===== config.mk =====
export PLATFORM = sky130hd
export DESIGN_NAME = polyline_angle_simplifier_flat
export DESIGN_NICKNAME = d
export VERILOG_FILES = /design/src/pas_pkg.sv /design/src/pas_point_if.sv /design/src/pas_result_if.sv /design/src/pas_ctrl.sv /design/src/pas_dp.sv /design/src/polyline_angle_simplifier.sv /design/src/flat_wrapper.sv
export SDC_FILE = /design/constraint.sdc
export NUM_CORES = 1
export LEC_CHECK = 0
export BUFFER_PORTS_ARGS = -buffer_cell sky130_fd_sc_hd__buf_2
export CORE_ASPECT_RATIO = 0.75
export CORE_MARGIN = 4
export CORE_UTILIZATION = 35
export DETAILED_ROUTE_END_ITERATION = 8
export PLACE_DENSITY_LB_ADDON = 0.05
export SETUP_SLACK_MARGIN = 0.1
export SLEW_MARGIN = 10
export SYNTH_ARGS = -nofsm -noshare
export SYNTH_HDL_FRONTEND = slang
export SYNTH_SLANG_ARGS = --single-unit

===== constraint.sdc =====
create_clock -name clk -period 10 [get_ports clk]
set_input_delay 1.5 -clock clk [delete_from_list [all_inputs] [get_ports clk]]
set_output_delay 1.5 -clock clk [all_outputs]
set_load 0.02 [all_outputs]

===== src/pas_pkg.sv =====
// Shared constants, types and the arctangent table of the polyline simplifier.
`timescale 1ns / 1ps
`default_nettype none

package pas_pkg;

  localparam int COORD_WIDTH  = 24;
  localparam int ANGLE_BITS   = 16;
  localparam int CORDIC_STEPS = 16;
  localparam int THRESH_WIDTH = 16;
  localparam int TABLE_LEN    = 24;
  localparam int TABLE_IDX_W  = $clog2(TABLE_LEN);
  localparam int PADDR_WIDTH  = 3;
  localparam int PDATA_WIDTH  = 32;

  localparam logic                    SIMPLIFY_RESET = 1'b1;
  localparam logic [THRESH_WIDTH-1:0] THRESH_RESET   = 16'd2731;

  localparam logic REG_SIMPLIFY_ENABLE = 1'b0;
  localparam logic REG_ANGLE_THRESHOLD = 1'b1;

  typedef struct packed {
    logic prev_from_in;
    logic seg_start;
    logic rot_step;
    logic lsa_load;
    logic prev_from_cur;
    logic out_load;
    logic out_last;
  } cmd_t;

  typedef struct packed {
    logic dup;
    logic keep;
    logic slot_free;
  } stat_t;

  function automatic logic [31:0] atan_turn(input logic [TABLE_IDX_W-1:0] idx);
    logic [31:0] v;
    unique case (idx)
      5'd0:    v = 32'd536870912;
      5'd1:    v = 32'd316933406;
      5'd2:    v = 32'd167458907;
      5'd3:    v = 32'd85004756;
      5'd4:    v = 32'd42667331;
      5'd5:    v = 32'd21354465;
      5'd6:    v = 32'd10679838;
      5'd7:    v = 32'd5340245;
      5'd8:    v = 32'd2670163;
      5'd9:    v = 32'd1335087;
      5'd10:   v = 32'd667544;
      5'd11:   v = 32'd333772;
      5'd12:   v = 32'd166886;
      5'd13:   v = 32'd83443;
      5'd14:   v = 32'd41722;
      5'd15:   v = 32'd20861;
      5'd16:   v = 32'd10430;
      5'd17:   v = 32'd5215;
      5'd18:   v = 32'd2608;
      5'd19:   v = 32'd1304;
      5'd20:   v = 32'd652;
      5'd21:   v = 32'd326;
      5'd22:   v = 32'd163;
      5'd23:   v = 32'd81;
      default: v = 32'd0;
    endcase
    return v;
  endfunction

endpackage

`default_nettype wire


===== src/pas_point_if.sv =====
// Input channel: one pen point per beat.
`timescale 1ns / 1ps
`default_nettype none

interface pas_point_if #(
  parameter int COORD_WIDTH = pas_pkg::COORD_WIDTH
);
  logic                          valid;
  logic                          ready;
  logic signed [COORD_WIDTH-1:0] pos_x;
  logic signed [COORD_WIDTH-1:0] pos_y;
  logic                          stroke_end;

  modport source (output valid, output pos_x, output pos_y, output stroke_end, input ready);
  modport sink (input valid, input pos_x, input pos_y, input stroke_end, output ready);
endinterface

`default_nettype wire


===== src/pas_result_if.sv =====
// Output channel: one kept point per beat.
`timescale 1ns / 1ps
`default_nettype none

interface pas_result_if #(
  parameter int COORD_WIDTH = pas_pkg::COORD_WIDTH
);
  logic                          valid;
  logic                          ready;
  logic signed [COORD_WIDTH-1:0] out_x;
  logic signed [COORD_WIDTH-1:0] out_y;
  logic                          out_last;

  modport source (output valid, output out_x, output out_y, output out_last, input ready);
  modport sink (input valid, input out_x, input out_y, input out_last, output ready);
endinterface

`default_nettype wire


===== src/pas_ctrl.sv =====
// Controller: stroke phase, CORDIC step count and result sequencing.
`timescale 1ns / 1ps
`default_nettype none

module pas_ctrl #(
  parameter int CORDIC_STEPS = pas_pkg::CORDIC_STEPS,
  localparam int SW = (CORDIC_STEPS > 1) ? $clog2(CORDIC_STEPS) : 1
) (
  input  logic           clk,
  input  logic           rst,
  input  logic           in_valid,
  input  logic           in_end,
  output logic           in_ready,
  input  pas_pkg::stat_t stat,
  output pas_pkg::cmd_t  cmd,
  output logic [SW-1:0]  step
);

  typedef enum logic [2:0] {
    S_IDLE,
    S_ROTATE,
    S_DECIDE,
    S_EMIT_HELD,
    S_EMIT_END
  } state_t;

  typedef enum logic [1:0] {
    PH_EMPTY,
    PH_ONE,
    PH_MANY
  } phase_t;

  state_t state;
  phase_t phase;
  logic   end_flag;
  logic   first_seg;
  logic   accept;

  assign in_ready = (state == S_IDLE);
  assign accept   = in_valid && in_ready;

  always_comb begin
    cmd = '0;
    unique case (state)
      S_IDLE: begin
        if (accept) begin
          if (phase == PH_EMPTY) begin
            cmd.prev_from_in = 1'b1;
          end else if (!stat.dup) begin
            cmd.seg_start = 1'b1;
          end
        end
      end
      S_ROTATE: begin
        cmd.rot_step = 1'b1;
      end
      S_DECIDE: begin
        cmd.lsa_load = 1'b1;
        if (!(first_seg || stat.keep)) begin
          cmd.prev_from_cur = 1'b1;
        end
      end
      S_EMIT_HELD: begin
        if (stat.slot_free) begin
          cmd.out_load      = 1'b1;
          cmd.prev_from_cur = 1'b1;
        end
      end
      S_EMIT_END: begin
        if (stat.slot_free) begin
          cmd.out_load = 1'b1;
          cmd.out_last = 1'b1;
        end
      end
      default: begin
        cmd = '0;
      end
    endcase
  end

  always_ff @(posedge clk) begin
    if (rst) begin
      state     <= S_IDLE;
      phase     <= PH_EMPTY;
      step      <= '0;
      end_flag  <= 1'b0;
      first_seg <= 1'b0;
    end else begin
      unique case (state)
        S_IDLE: begin
          if (accept) begin
            if (phase == PH_EMPTY) begin
              phase <= in_end ? PH_EMPTY : PH_ONE;
            end else if (stat.dup) begin
              if (in_end) begin
                phase <= PH_EMPTY;
                if (phase == PH_MANY) begin
                  state <= S_EMIT_END;
                end
              end
            end else begin
              end_flag  <= in_end;
              first_seg <= (phase == PH_ONE);
              step      <= '0;
              state     <= S_ROTATE;
            end
          end
        end
        S_ROTATE: begin
          step <= step + 1'b1;
          if (step == SW'(CORDIC_STEPS - 1)) begin
            state <= S_DECIDE;
          end
        end
        S_DECIDE: begin
          phase <= PH_MANY;
          if (first_seg || stat.keep) begin
            state <= S_EMIT_HELD;
          end else if (end_flag) begin
            state <= S_EMIT_END;
          end else begin
            state <= S_IDLE;
          end
        end
        S_EMIT_HELD: begin
          if (stat.slot_free) begin
            state <= end_flag ? S_EMIT_END : S_IDLE;
          end
        end
        S_EMIT_END: begin
          if (stat.slot_free) begin
            phase <= PH_EMPTY;
            state <= S_IDLE;
          end
        end
        default: begin
          state <= S_IDLE;
        end
      endcase
    end
  end

endmodule

`default_nettype wire


===== src/pas_dp.sv =====
// Datapath: held point, CORDIC vectoring unit, angle compare and output register.
`timescale 1ns / 1ps
`default_nettype none

module pas_dp #(
  parameter int COORD_WIDTH  = pas_pkg::COORD_WIDTH,
  parameter int ANGLE_BITS   = pas_pkg::ANGLE_BITS,
  parameter int CORDIC_STEPS = pas_pkg::CORDIC_STEPS,
  localparam int SW = (CORDIC_STEPS > 1) ? $clog2(CORDIC_STEPS) : 1
) (
  input  logic                                clk,
  input  logic                                rst,
  input  logic signed [COORD_WIDTH-1:0]       in_x,
  input  logic signed [COORD_WIDTH-1:0]       in_y,
  input  pas_pkg::cmd_t                       cmd,
  input  logic [SW-1:0]                       step,
  input  logic                                simplify_enable,
  input  logic [pas_pkg::THRESH_WIDTH-1:0]    angle_threshold,
  input  logic                                out_ready,
  output logic                                out_valid,
  output logic signed [COORD_WIDTH-1:0]       out_x,
  output logic signed [COORD_WIDTH-1:0]       out_y,
  output logic                                out_last,
  output pas_pkg::stat_t                      stat
);

  localparam int W    = COORD_WIDTH + 3;
  localparam int CMPW = (ANGLE_BITS > pas_pkg::THRESH_WIDTH) ? ANGLE_BITS
                                                             : pas_pkg::THRESH_WIDTH;
  localparam logic [31:0] ROUND_HALF = 32'd1 << (31 - ANGLE_BITS);
  localparam logic [31:0] HALF_TURN  = 32'h8000_0000;

  logic signed [COORD_WIDTH-1:0] prev_x;
  logic signed [COORD_WIDTH-1:0] prev_y;
  logic signed [COORD_WIDTH-1:0] cur_x;
  logic signed [COORD_WIDTH-1:0] cur_y;
  logic [ANGLE_BITS-1:0]         lsa;
  logic signed [W-1:0]           cx;
  logic signed [W-1:0]           cy;
  logic [31:0]                   cz;

  logic signed [W-1:0]   dx;
  logic signed [W-1:0]   dy;
  logic signed [W-1:0]   xs;
  logic signed [W-1:0]   ys;
  logic [31:0]           turn;
  logic [31:0]           z_round;
  logic [ANGLE_BITS-1:0] angle;
  logic [ANGLE_BITS-1:0] diff;

  assign dx = W'(in_x) - W'(prev_x);
  assign dy = W'(in_y) - W'(prev_y);
  assign xs = cx >>> step;
  assign ys = cy >>> step;
  assign turn = pas_pkg::atan_turn(pas_pkg::TABLE_IDX_W'(step));

  assign z_round = cz + ROUND_HALF;
  assign angle   = z_round[31 -: ANGLE_BITS];
  assign diff    = (angle > lsa) ? (angle - lsa) : (lsa - angle);

  assign stat.dup       = (in_x == prev_x) && (in_y == prev_y);
  assign stat.keep      = !(simplify_enable && (CMPW'(diff) < CMPW'(angle_threshold)));
  assign stat.slot_free = !out_valid || out_ready;

  always_ff @(posedge clk) begin
    if (cmd.prev_from_in) begin
      prev_x <= in_x;
      prev_y <= in_y;
    end else if (cmd.prev_from_cur) begin
      prev_x <= cur_x;
      prev_y <= cur_y;
    end
    if (cmd.seg_start) begin
      cur_x <= in_x;
      cur_y <= in_y;
      if (dx < 0) begin
        cx <= -dx;
        cy <= -dy;
        cz <= HALF_TURN;
      end else begin
        cx <= dx;
        cy <= dy;
        cz <= '0;
      end
    end else if (cmd.rot_step) begin
      if (cy > 0) begin
        cx <= cx + ys;
        cy <= cy - xs;
        cz <= cz + turn;
      end else begin
        cx <= cx - ys;
        cy <= cy + xs;
        cz <= cz - turn;
      end
    end
    if (cmd.lsa_load) begin
      lsa <= angle;
    end
    if (cmd.out_load) begin
      out_x    <= prev_x;
      out_y    <= prev_y;
      out_last <= cmd.out_last;
    end
  end

  always_ff @(posedge clk) begin
    if (rst) begin
      out_valid <= 1'b0;
    end else if (cmd.out_load) begin
      out_valid <= 1'b1;
    end else if (out_ready) begin
      out_valid <= 1'b0;
    end
  end

endmodule

`default_nettype wire


===== src/polyline_angle_simplifier.sv =====
// Top level of the polyline angle simplifier: channels, register port, controller, datapath.
// Usage:
//   points (valid/ready) takes one pen point per beat: pos_x, pos_y, stroke_end.
//   results (valid/ready) gives kept points: out_x, out_y, out_last.
//   APB registers: 0x0 simplify_enable, 0x4 angle_threshold (2^-16 turn units).
// Sequence:
//   The first point of a stroke and a duplicate point are taken while idle; a
//   duplicate that ends a stroke of two or more points then emits the held point as last.
//   Any other point runs CORDIC_STEPS iterations of one shared CORDIC unit,
//   one per cycle, then a decision step and one result step per result,
//   each result step waiting until the result register is free.
//   One point is worked on at a time; points.ready is high only while idle.
//   Up to two results per point: the released held point, then the final
//   point of the stroke with out_last set.
// Reset (synchronous, active high) empties the stroke, drops any pending
//   result and restores the register defaults (enabled, 2731).
// A stalled receiver holds the result register; the block waits for it
//   before loading the next result and keeps points.ready low meanwhile.
`timescale 1ns / 1ps
`default_nettype none

module polyline_angle_simplifier #(
  parameter int COORD_WIDTH  = pas_pkg::COORD_WIDTH,
  parameter int ANGLE_BITS   = pas_pkg::ANGLE_BITS,
  parameter int CORDIC_STEPS = pas_pkg::CORDIC_STEPS
) (
  input  logic                              clk,
  input  logic                              rst,
  pas_point_if.sink                         points,
  pas_result_if.source                      results,
  input  logic                              psel,
  input  logic                              penable,
  input  logic                              pwrite,
  input  logic [pas_pkg::PADDR_WIDTH-1:0]   paddr,
  input  logic [pas_pkg::PDATA_WIDTH-1:0]   pwdata,
  output logic [pas_pkg::PDATA_WIDTH-1:0]   prdata,
  output logic                              pready
);

  localparam int SW = (CORDIC_STEPS > 1) ? $clog2(CORDIC_STEPS) : 1;

  logic                               simplify_enable;
  logic [pas_pkg::THRESH_WIDTH-1:0]   angle_threshold;
  logic                               wr_en;
  pas_pkg::cmd_t                      cmd;
  pas_pkg::stat_t                     stat;
  logic [SW-1:0]                      step;

  assign pready = 1'b1;
  assign wr_en  = psel && penable && pwrite && pready;

  always_ff @(posedge clk) begin
    if (rst) begin
      simplify_enable <= pas_pkg::SIMPLIFY_RESET;
      angle_threshold <= pas_pkg::THRESH_RESET;
    end else if (wr_en) begin
      unique case (paddr[2])
        pas_pkg::REG_SIMPLIFY_ENABLE: simplify_enable <= pwdata[0];
        pas_pkg::REG_ANGLE_THRESHOLD: angle_threshold <= pwdata[pas_pkg::THRESH_WIDTH-1:0];
        default: begin
        end
      endcase
    end
  end

  always_comb begin
    unique case (paddr[2])
      pas_pkg::REG_SIMPLIFY_ENABLE:
        prdata = pas_pkg::PDATA_WIDTH'(simplify_enable);
      pas_pkg::REG_ANGLE_THRESHOLD:
        prdata = pas_pkg::PDATA_WIDTH'(angle_threshold);
      default:
        prdata = '0;
    endcase
  end

  pas_ctrl #(
    .CORDIC_STEPS (CORDIC_STEPS)
  ) u_ctrl (
    .clk      (clk),
    .rst      (rst),
    .in_valid (points.valid),
    .in_end   (points.stroke_end),
    .in_ready (points.ready),
    .stat     (stat),
    .cmd      (cmd),
    .step     (step)
  );

  pas_dp #(
    .COORD_WIDTH  (COORD_WIDTH),
    .ANGLE_BITS   (ANGLE_BITS),
    .CORDIC_STEPS (CORDIC_STEPS)
  ) u_dp (
    .clk             (clk),
    .rst             (rst),
    .in_x            (points.pos_x),
    .in_y            (points.pos_y),
    .cmd             (cmd),
    .step            (step),
    .simplify_enable (simplify_enable),
    .angle_threshold (angle_threshold),
    .out_ready       (results.ready),
    .out_valid       (results.valid),
    .out_x           (results.out_x),
    .out_y           (results.out_y),
    .out_last        (results.out_last),
    .stat            (stat)
  );

endmodule

`default_nettype wire


===== src/flat_wrapper.sv =====
// flat-port wrapper written by rule: the top's interface ports become plain ports
module polyline_angle_simplifier_flat 
#(
  parameter int COORD_WIDTH  = pas_pkg::COORD_WIDTH,
  parameter int ANGLE_BITS   = pas_pkg::ANGLE_BITS,
  parameter int CORDIC_STEPS = pas_pkg::CORDIC_STEPS
)
  (clk, rst, psel, penable, pwrite, paddr, pwdata, prdata, pready, points_valid, points_pos_x, points_pos_y, points_stroke_end, points_ready, results_valid, results_out_x, results_out_y, results_out_last, results_ready);
  pas_point_if #(.COORD_WIDTH(COORD_WIDTH)) points_i ();
  pas_result_if #(.COORD_WIDTH(COORD_WIDTH)) results_i ();
  input  logic clk;
  input  logic rst;
  input  logic psel;
  input  logic penable;
  input  logic pwrite;
  input  logic [pas_pkg::PADDR_WIDTH-1:0] paddr;
  input  logic [pas_pkg::PDATA_WIDTH-1:0] pwdata;
  output logic [pas_pkg::PDATA_WIDTH-1:0] prdata;
  output logic pready;
  input wire logic [$bits(points_i.valid)-1:0] points_valid;
  input wire logic [$bits(points_i.pos_x)-1:0] points_pos_x;
  input wire logic [$bits(points_i.pos_y)-1:0] points_pos_y;
  input wire logic [$bits(points_i.stroke_end)-1:0] points_stroke_end;
  output wire logic [$bits(points_i.ready)-1:0] points_ready;
  output wire logic [$bits(results_i.valid)-1:0] results_valid;
  output wire logic [$bits(results_i.out_x)-1:0] results_out_x;
  output wire logic [$bits(results_i.out_y)-1:0] results_out_y;
  output wire logic [$bits(results_i.out_last)-1:0] results_out_last;
  input wire logic [$bits(results_i.ready)-1:0] results_ready;
  assign points_i.valid = points_valid;
  assign points_i.pos_x = points_pos_x;
  assign points_i.pos_y = points_pos_y;
  assign points_i.stroke_end = points_stroke_end;
  assign points_ready = points_i.ready;
  assign results_valid = results_i.valid;
  assign results_out_x = results_i.out_x;
  assign results_out_y = results_i.out_y;
  assign results_out_last = results_i.out_last;
  assign results_i.ready = results_ready;
  polyline_angle_simplifier #(.COORD_WIDTH(COORD_WIDTH), .ANGLE_BITS(ANGLE_BITS), .CORDIC_STEPS(CORDIC_STEPS)) u_core (.clk(clk), .rst(rst), .points(points_i), .results(results_i), .psel(psel), .penable(penable), .pwrite(pwrite), .paddr(paddr), .pwdata(pwdata), .prdata(prdata), .pready(pready));
endmodule

-- After elaboration in Yosys (flattened, before gate mapping)
Memories as Yosys holds them, arrays and structs flattened. A register that Yosys moved wholly into a read port is not among the register bits.
Cells that the tools add are included.
- multiplexer cells: 55
- order comparisons: 4
- equal/unequal tests: 19
- bitwise gates (word level): 3
- add/subtract/negate cells: 14
- reductions and logical operators: 22
- shifts and indexed selects: 2
- operators by type and width (operator ; count):
    $mux W27 ; 8
    $mux W32 ; 4
    $mux W24 ; 4
    $pmux W32 S2 ; 1
    $add A27 B27 Y27 ; 2
    $neg A25 Y27 ; 2
    $sshr A27 B4 Y27 ; 2
    $sub A27 B27 Y27 ; 2
    $sub A24 B24 Y25 ; 2
    $eq A24 B24 Y1 ; 2
    $add A32 B16 Y32 const B ; 1
    $add A32 B32 Y32 ; 1
    $sub A16 B16 Y16 ; 2
    $sub A32 B32 Y32 ; 1
    $mux W3 ; 10
    $gt A27 B1 Y1 const B ; 1
    $lt A25 B1 Y1 const B ; 1
    $mux W4 ; 5
    $gt A16 B16 Y1 ; 1
    $lt A16 B16 Y1 ; 1
    $mux W16 ; 1
    $mux W2 ; 8
    $pmux W3 S5 ; 1
    $mux W1 ; 9
    27 further kinds ; 47
- output and inout bits: 84
- input bits: 91
- logic and storage cells: 139
- memories kept: 1
- flip-flop bits (word level): 276
- bits in read-only memories: 480
- memory list (memory ; words ; bits a word ; read ports ; clocked after Yosys merged registers in ; wr ports ; line ; RTL):
    (no name shown) ; 16 ; 30 ; 1 ; 1 ; 0 ; pas_pkg.sv:40 ; unique case (idx)

-- Longest topological paths before layout
Gate-level depths: netlist of the first run.
- depth in word-level cells: 11
- depth in mapped cells: 26
- gate-level depth less buffers: 25

-- Cells and area by module
From an unflattened synthesis of the first run, not the netlist that was laid out.
- cells, all modules: 2812
- area, all modules: 26100.0 um2
- by module, submodules not included (module ; cells each ; area an instance (um2) ; seq. area each (um2) ; times used):
    pas_dp ; 2614 ; 24433.4 ; 7437.1 ; 1
    polyline_angle_simplifier ; 110 ; 989.7 ; 340.3 ; 1
    pas_ctrl ; 88 ; 676.9 ; 220.2 ; 1

-- Worst setup path after synthesis of the first run
Ideal clock, no wire load.
- path kind: input to register
- start point: in points_pos_y[13]
- end point: reg, netlist name u_core.u_dp.turn[1]
- stages on the path: 14
- path slack: -0.703 ns
- data required time: 9.878 ns
- path buffers: 2
- library setup time: 0.122 ns
- data arrival time: 10.581 ns
- path through: ha_1 > clkbuf_1 > nand3_1 > nor4_1 > nand4_1 > a21oi_1 > nor3_1 > mux2i_1 > or2_2 > clkbuf_1 > ha_1 > nand2_1 > a21oi_1 > a311o_1
- word-level cells in the longest chain between the ends: 6
- ends and longest elaborated chain (item ; line ; RTL):
    start: declaration ; flat_wrapper.sv:22 ; input wire logic [$bits(points_i.pos_y)-1:0] points_pos_y;
    $eq A24 B24 Y1 ; pas_dp.sv:61 ; assign stat.dup = (in_x == prev_x) && (in_y == prev_y);
    $logic_and A1 B1 Y1 ; pas_dp.sv:61 ;
    $ne A2 B2 Y1 (no source line) ; n/a ;
    $reduce_and A4 Y1 (no source line) ; n/a ;
    $mux W4 (no source line) (2 in series) ; n/a ;
Every way passes these cells.
A chain may end at the register's enable or synchronous reset.

-- Final worst setup path of the first run
- start point: reg u_core.u_dp.cz[17]
- end point: reg u_core.u_dp.prev_y[14], enable pin
- word-level cells in the longest chain between the ends: 10
- elaborated cells on any way between the ends: 12
- classes of those cells: 3 x add/sub; 2 x order compare; 3 x mux; 4 x reduce/logical
- ends and longest elaborated chain (item ; line ; RTL):
    start: declaration ; pas_dp.sv:40 ; logic [31:0] cz;
    start signal: assignment ; pas_dp.sv:89 ; cz <= cz + turn;
    start signal: assignment ; pas_dp.sv:93 ; cz <= cz - turn;
    $add A32 B16 Y32 (*) ; pas_dp.sv:57 ; assign z_round = cz + ROUND_HALF;
    via u_core.u_dp.z_round[26] ; pas_dp.sv:47 ; logic [31:0] z_round;
    $sub A16 B16 Y16 or $gt A16 B16 Y1 (tied branches) ; pas_dp.sv:59 ; assign diff = (angle > lsa) ? (angle - lsa) : (lsa - angle);
    $mux W16 (*) ; pas_dp.sv:59 ;
    $lt A16 B16 Y1 (*) ; pas_dp.sv:62 ; assign stat.keep = !(simplify_enable && (CMPW'(diff) < CMPW'(angle_threshold)));
    $logic_and A1 B1 Y1 (*) ; pas_dp.sv:62 ;
    $logic_not A1 Y1 (*) ; pas_dp.sv:62 ;
    $logic_or A1 B1 Y1 (*) ; pas_ctrl.sv:59 ; if (!(first_seg || stat.keep)) begin
    $mux W1 (*) ; pas_ctrl.sv:59 ;
    $pmux W1 S2 (*) ; pas_ctrl.sv:44 ; unique case (state)
    $reduce_bool A2 Y1 (no source line) (*) ; n/a ;
    end signal: assignment ; pas_dp.sv:68 ; prev_y <= in_y;
    end signal: assignment ; pas_dp.sv:71 ; prev_y <= cur_y;
    end: declaration ; pas_dp.sv:34 ; logic signed [COORD_WIDTH-1:0] prev_y;
The timed path passes the listed nets; every way through them passes the cells marked *.

==> impl_results.md, run 1 <==
* Final Hold Viols at 0
* Actual slew at the worst max-slew pin at roughly 1.1 ns
* CP max stage delay at around 0.54 ns
* Post-synthesis sequential area ratio at around 33%
* Unrepaired setup endpoints after global routing: false
* Setup crit start kind: register
* Hold buffers post-CTS at 0
* Clk sink count at approximately 300
* Remaining Overflow, GRT at 0
* Post-synth ARST share at 0%
* Max Buffers Root-to-Sink at 3
* Minimum clock period at 7.08 ns
* CTS resizes at 0
* Fin crit share at 70.8%
* # Post-CTS Setup Buffers at 0
* Mapped Area at 0.0261 mm2
* Post-synth EDFFs at around 250
* GR peak layer: met1
* Hold Crit Start: u_core.u_dp.prev_x[15]$_DFFE_PP_
* Slowest CP cell: buf_4
* CTS buffer count at 39
* DRC Markers at 0
* HP Class: reg -> reg
* Met2 usage at a little over a quarter
* Worst-path maximum fanout at between 40 and 50
* Vias per cell at around 5.5
* Flops & latches, synth at about 310
* Post-DR wirelength/cell at ~19 um
* Via count at around 22000
* Worst reg2reg startpoint: u_core.u_dp.cz[17]$_SDFFCE_PP0P_
* Post-DRT Antenna Nets at 0
* Die Width at 323 um
* Area grow syn2layout at 11.2%
* Placer Congestion at approximately 0.86
* Synth warnings at 0
* GRT Overall Usage at 18.6%
* Share of cells above drive strength 1 at ~13%
* Initial drt markers at ~1800
* Setup-failing EPs final at 0
* First-pass GRT wire length at ~120 mm
* Fin nets at roughly 3200
* Pre-antenna DRT Iters at 5
* CTS tree: done
* Initial core utilization at between 30 and 40%
* Status: complete, no violations
* Crit end category: register
* Final slew viol count at 0
* Vias in the first global route at around 21000
* Worst EP required at 10.20 ns
* CP top delay family: simple AND/OR/NAND/NOR gates
* Layout Skew at roughly 0.037 ns
* IO Pins at 175
* PortBufs at 139
* Max Cap Viol at 0
* Pin count of the biggest net entering global routing at between 80 and 90
* R2R cell count at 25
* Total negative setup slack at 0 ns
* CP bufs+invs at 2
* Commonest non-fill, non-tap cell in the layout: edfxtp_1
* Die area at ~0.079 mm2
* WL final at around 75 mm
* WS Path Type: reg -> reg
* Synth top area cells: edfxtp_1 (28%), ha_1 (9.2%), xnor2_1 (5.0%)
* Ys flop type: edfxtp_1
* Syn avg cell area at roughly 9.3 um2
* Clk_lat worst skew at just under 0.6 ns
* H-tree depth at 2
* Area leader, netlist: edfxtp_1
* Post-DP HPWL at between 50 and 60 mm
* Setup slack, reg-to-reg at a little under 3 ns
* Global-route met1 utilization at about 30%
* Row cnt at 86
* Met3 usage at approximately 2.6%
* Reg2reg end: u_core.u_dp.prev_y[14]$_DFFE_PP_
* Synth cell types at 89
* Yosys top cell area share at 28.4%
* Max Clock Freq at about 140 MHz
* Reg clk slew, reported paths at 0.06 ns
* Syn Inst Count at between 2000 and 3000
* Commonest non-fill, non-tap cells in the layout: edfxtp_1 (247), a21oi_1 (224), nor2_1 (221), nand2_1 (204), ha_1 (191)
* Initial antenna violation count at 3
* CTS root buf: clkbuf_16
* Max_slew headroom at roughly a quarter
* Fillers at approximately 7300
* Placeable core area at around 0.074 mm2
* Worst Hold Endpoint: u_core.u_dp.out_x[15]$_DFFE_PP_
* Hold Path Depth at 0
* ANT cells at 0
* Die height at between 200 and 250 um
* CP arrival at between 7 and 8 ns
==> cell families (layout without fill, tap and decap cells) <==
kind of cell	count (synthesis)	after routing	synth area share, %
adders and majority gates	198	198	9.69
buffers and inverters	315	410	4.94
and+or+nand+nor	795	795	14.7
other	2	17	0.0288
AOI/OAI and AO/OA	766	766	19.0
DFF	306	306	32.9
muxes	191	191	10.5
xor gates and xnor gates	244	244	8.19
==> worst max-delay path by stage <==
stage                                     start                               end  slack (ns)  depth (start not counted)
3_5_place_dp   u_core.u_dp.cz[17]$_SDFFCE_PP0P_  u_core.u_dp.prev_y[14]$_DFFE_PP_        2.81                         25
5_1_grt        u_core.u_dp.cz[17]$_SDFFCE_PP0P_  u_core.u_dp.prev_y[14]$_DFFE_PP_        2.08                         25
4_1_cts        u_core.u_dp.cz[17]$_SDFFCE_PP0P_  u_core.u_dp.prev_y[14]$_DFFE_PP_        2.83                         25
3_3_place_gp   u_core.u_dp.cz[15]$_SDFFCE_PP0P_  u_core.u_dp.prev_y[13]$_DFFE_PP_        2.92                         20
6_report       u_core.u_dp.cz[17]$_SDFFCE_PP0P_  u_core.u_dp.prev_y[14]$_DFFE_PP_        2.92                         25
2_1_floorplan  u_core.u_dp.cz[17]$_SDFFCE_PP0P_   u_core.u_dp.prev_x[0]$_DFFE_PP_        1.38                         25
==> final cells by class <==
cell class	instances	area, um2	area share, %
well taps	968	1210	4.17
clock buffers	49	1060	3.67
clock inverters	22	284	0.978
repair buffers	162	868	2.99
flip-flops and latches	306	8600	29.6
inverters	177	669	2.31
multi-input cells	2211	16300	56.2
==> state kept, by name (all words and copies together), names as in the netlist, 2 cells and up <==
signal                  count
u_core.u_dp.prev_x         24
u_core.u_dp.prev_y         24
u_core.u_dp.cy             27
u_core.u_dp.cx             27
u_core.u_ctrl.state         3
u_core.u_ctrl.step          4
u_core.u_dp.cz             32
u_core.u_dp.out_y          24
u_core.u_dp.out_x          24
u_core.u_ctrl.phase         2
u_core.u_dp.lsa            16
u_core.u_dp.cur_y          24
u_core.angle_threshold     16
u_core.u_dp.turn           30
u_core.u_dp.cur_x          24
==> cell usage after synthesis (17+ instances only) <==
cell      number
edfxtp_1     247
a21oi_1      225
nor2_1       222
nand2_1      205
ha_1         191
inv_1        176
o21ai_0      168
xnor2_1      149
xor2_1        95
clkbuf_1      89
a21o_1        84
mux2_2        75
nand3_1       69
mux2i_1       61
dfxtp_1       59
nor3_1        59
mux4_2        44
and2_1        41
a211oi_1      37
nand2b_1      31
nor2b_1       30
a31oi_1       29
o21a_1        27
nand4_1       23
and3_1        22
nor4_1        22
buf_4         21
o211ai_1      21
o21bai_1      20
a211o_1       17
==> per-stage QoR <==
stage          worst slack, ns  utilization (%)  hold WS (ns)  instance area, um2  instances
6_report                  2.92             39.4         0.446               29000       3895
3_3_place_gp              2.92             37.6         0.438               27700       3824
2_1_floorplan             1.38                -         0.426               26200       2832
3_5_place_dp              2.81             37.6         0.434               27700       3824
5_1_grt                   2.08             39.4         0.447               29000       3895
4_1_cts                   2.83             39.4         0.445               29000       3895
==> worst reg2reg max path, cell delays in order, from the launching register on <==
cell	delay, ns
edfxtp_1	0.48
and3_1	0.23
and3_1	0.21
nand3_1	0.17
nor2_1	0.30
nand3_1	0.14
xnor2_1	0.19
ha_1	0.42
nand2_1	0.07
nor3_1	0.30
inv_1	0.07
nor4_1	0.39
nor3b_1	0.10
a21o_1	0.50
a211oi_1	0.37
a21oi_1	0.11
xor2_1	0.20
ha_1	0.19
or3_1	0.39
nor3_1	0.14
a211o_1	0.18
o21ai_0	0.09
a31oi_1	0.47
mux2i_1	0.20
o21ai_4	0.16
buf_4	0.54
==> layer usage <==
metal	routed length, um	vias up
met4	1000	0
met2	30600	518
met5	0	-
met1	39400	10400
met3	3830	63
li1	-	10500
Power of run 1 is left out: the tool's default activity adds up to more than one toggle a clock period on the data nets, which glitch-free logic cannot reach.
==> inputs of run 2 (changes only) <==
==> constraint.sdc (replaced) <==
create_clock -name clk -period 7.4 [get_ports clk]
set_input_delay 1.11 -clock clk [delete_from_list [all_inputs] [get_ports clk]]
set_output_delay 1.11 -clock clk [all_outputs]
set_load 0.02 [all_outputs]
==> impl_results.md, run 2 (synthesis results as in run 1) <==
* Pre-antenna DRT Iters at 8
* IO Pins at between 150 and 200
* Unrepaired setup endpoints after global routing: false
* Crit end category: register
* Actual slew at the worst max-slew pin at around 1.2 ns
* CTS buffer count at 38
* H-tree depth at 2
* Die Width at 323 um
* Initial antenna violation count at 2
* Clk sink count at ~310
* Hold Crit Start: u_core.u_dp.prev_x[17]$_DFFE_PP_
* Worst reg2reg startpoint: u_core.u_dp.cz[17]$_SDFFCE_PP0P_
* Status: complete, no violations
* Initial core utilization at 35.4%
* HP Class: reg -> reg
* DRC Markers at 0
* Reg clk slew, reported paths at 0.06 ns
* Reg2reg end: u_core.u_dp.prev_y[13]$_DFFE_PP_
* Detail Route met3 WL at between 4 and 5 mm
* Post-DR wirelength/cell at 19.3 um
* Area grow syn2layout at 11.2%
* Setup slack, reg-to-reg at between 0.8 and 0.9 ns
* Worst EP required at 7.66 ns
* Commonest non-fill, non-tap cells in the layout: edfxtp_1 (247), a21oi_1 (224), nor2_1 (221), nand2_1 (204), ha_1 (191)
* Remaining Overflow, GRT at 0
* Total negative setup slack at 0 ns
* Slowest CP cell: edfxtp_1
* Max_slew headroom at 15.7%
* CP arrival at between 6 and 7 ns
* CTS root buf: clkbuf_16
* Fin nets at 3200
* Top Metal Used: met4
* Commonest non-fill, non-tap cell in the layout: edfxtp_1
* Via count at between 20000 and 25000
* Post-DRT Antenna Nets at 0
* Vias per cell at approximately 5.5
* Minimum clock period at roughly 6.6 ns
* Worst Hold Endpoint: u_core.u_dp.out_x[17]$_DFFE_PP_
* Setup crit start kind: register
* First-pass GRT wire length at approximately 120 mm
* Final Hold Viols at 0
* Row cnt at 86
* Clk_lat worst skew at ~0.57 ns
* CP max stage delay at around 0.47 ns
* Max Clock Freq at between 150 and 200 MHz
* WL final at 75.2 mm
* CTS tree: done
* Fin crit share at between 80 and 90%
* Layout Skew at between 0.02 and 0.03 ns
* R2R cell count at 27
* Worst-path maximum fanout at 28
* Hold Path Depth at 0
* Placer Congestion at just under 0.9
* Die area at about 0.079 mm2
* Vias in the first global route at 20600
* Initial drt markers at 1628
* WS Path Type: reg -> reg
* Biggest register: u_core.u_dp.cz
* Max Buffers Root-to-Sink at 3
* Final slew viol count at 0
* Placeable core area at between 0.07 and 0.08 mm2
* ANT cells at 0
* Post-DP HPWL at 57.4 mm
* M1 WL at around 40 mm
* Max Cap Viol at 0
* PortBufs at approximately 140
* Hold buffers post-CTS at 0
* Max FFs per register at 32
* Setup-failing EPs final at 0
* Fillers at about 7400
* Pin count of the biggest net entering global routing at 87
* Share of cells above drive strength 1 at a little over an eighth
* GRT Overall Usage at a little under a fifth
* Met2 WL at 30.6 mm
* Die height at ~240 um
* Most used cell, CP: o21a_1
[run 2: cell type report]
type                       instances  area (um2)  share of cell area [%]
clock inverter                    15         110                   0.379
sequential                       306        8610                    29.7
tap                              968        1210                    4.17
clock buffer                      50        1080                    3.72
timing repair buffer             177        1020                    3.51
multi-input combinational       2211       16300                    56.3
inverter                         177         669                    2.31
[run 2: timing repair]
action                                  CTS  global route
endpoints found under the setup margin    0            45
gates resized for setup                   0             1
buffers inserted                          0             1
[run 2: metrics by stage]
stage | hold WS, ns | util [%] | instances | worst slack [ns] | cell area [um2]
3_3_place_gp | 0.435 | 37.7 | 3838 | 0.619 | 27800
2_1_floorplan | 0.426 | - | 2832 | 0.972 | 26200
3_5_place_dp | 0.435 | 37.7 | 3838 | 0.438 | 27800
6_report | 0.447 | 39.4 | 3904 | 0.824 | 29000
5_1_grt | 0.454 | 39.4 | 3904 | 0.185 | 29000
4_1_cts | 0.447 | 39.3 | 3903 | 0.432 | 29000
[run 2: routing by layer]
| metal | up-vias | track usage, % |
|---|---|---|
| met3 | 72 | 3.18 |
| met1 | 10400 | 29.0 |
| met5 | - | 0 |
| met2 | 465 | 26.6 |
| li1 | 10500 | - |
| met4 | 0 | 3.69 |
[run 2: critical path, delay by kind of cell, from the launching register on]
family | cells | cell delay [ns]
AO/OA/AOI/OAI | 10 | 2.06
AND/OR/NAND/NOR | 9 | 1.93
XOR/XNOR | 1 | 0.20
buffers and inverters | 3 | 0.43
multiplexers | 2 | 0.44
adder cells (fa/ha/maj) | 2 | 0.68
flip-flops | 1 | 0.47
[run 2: how the worst max path moves through the flow]
stage                                     startpoint                                to  slack [ns]  depth (start not counted)
floorplan           u_core.u_dp.cz[17]$_SDFFCE_PP0P_   u_core.u_dp.prev_x[0]$_DFFE_PP_        0.97                         25
global placement    u_core.u_dp.cz[17]$_SDFFCE_PP0P_  u_core.u_dp.prev_y[14]$_DFFE_PP_        0.62                         24
detailed placement  u_core.u_dp.cz[17]$_SDFFCE_PP0P_  u_core.u_dp.prev_y[14]$_DFFE_PP_        0.44                         26
CTS                 u_core.u_dp.cz[17]$_SDFFCE_PP0P_  u_core.u_dp.prev_y[16]$_DFFE_PP_        0.43                         26
global route        u_core.u_dp.cz[17]$_SDFFCE_PP0P_  u_core.u_dp.prev_y[16]$_DFFE_PP_        0.19                         27
finish              u_core.u_dp.cz[17]$_SDFFCE_PP0P_  u_core.u_dp.prev_y[13]$_DFFE_PP_        0.82                         27
Power of run 2 is left out for the same reason.
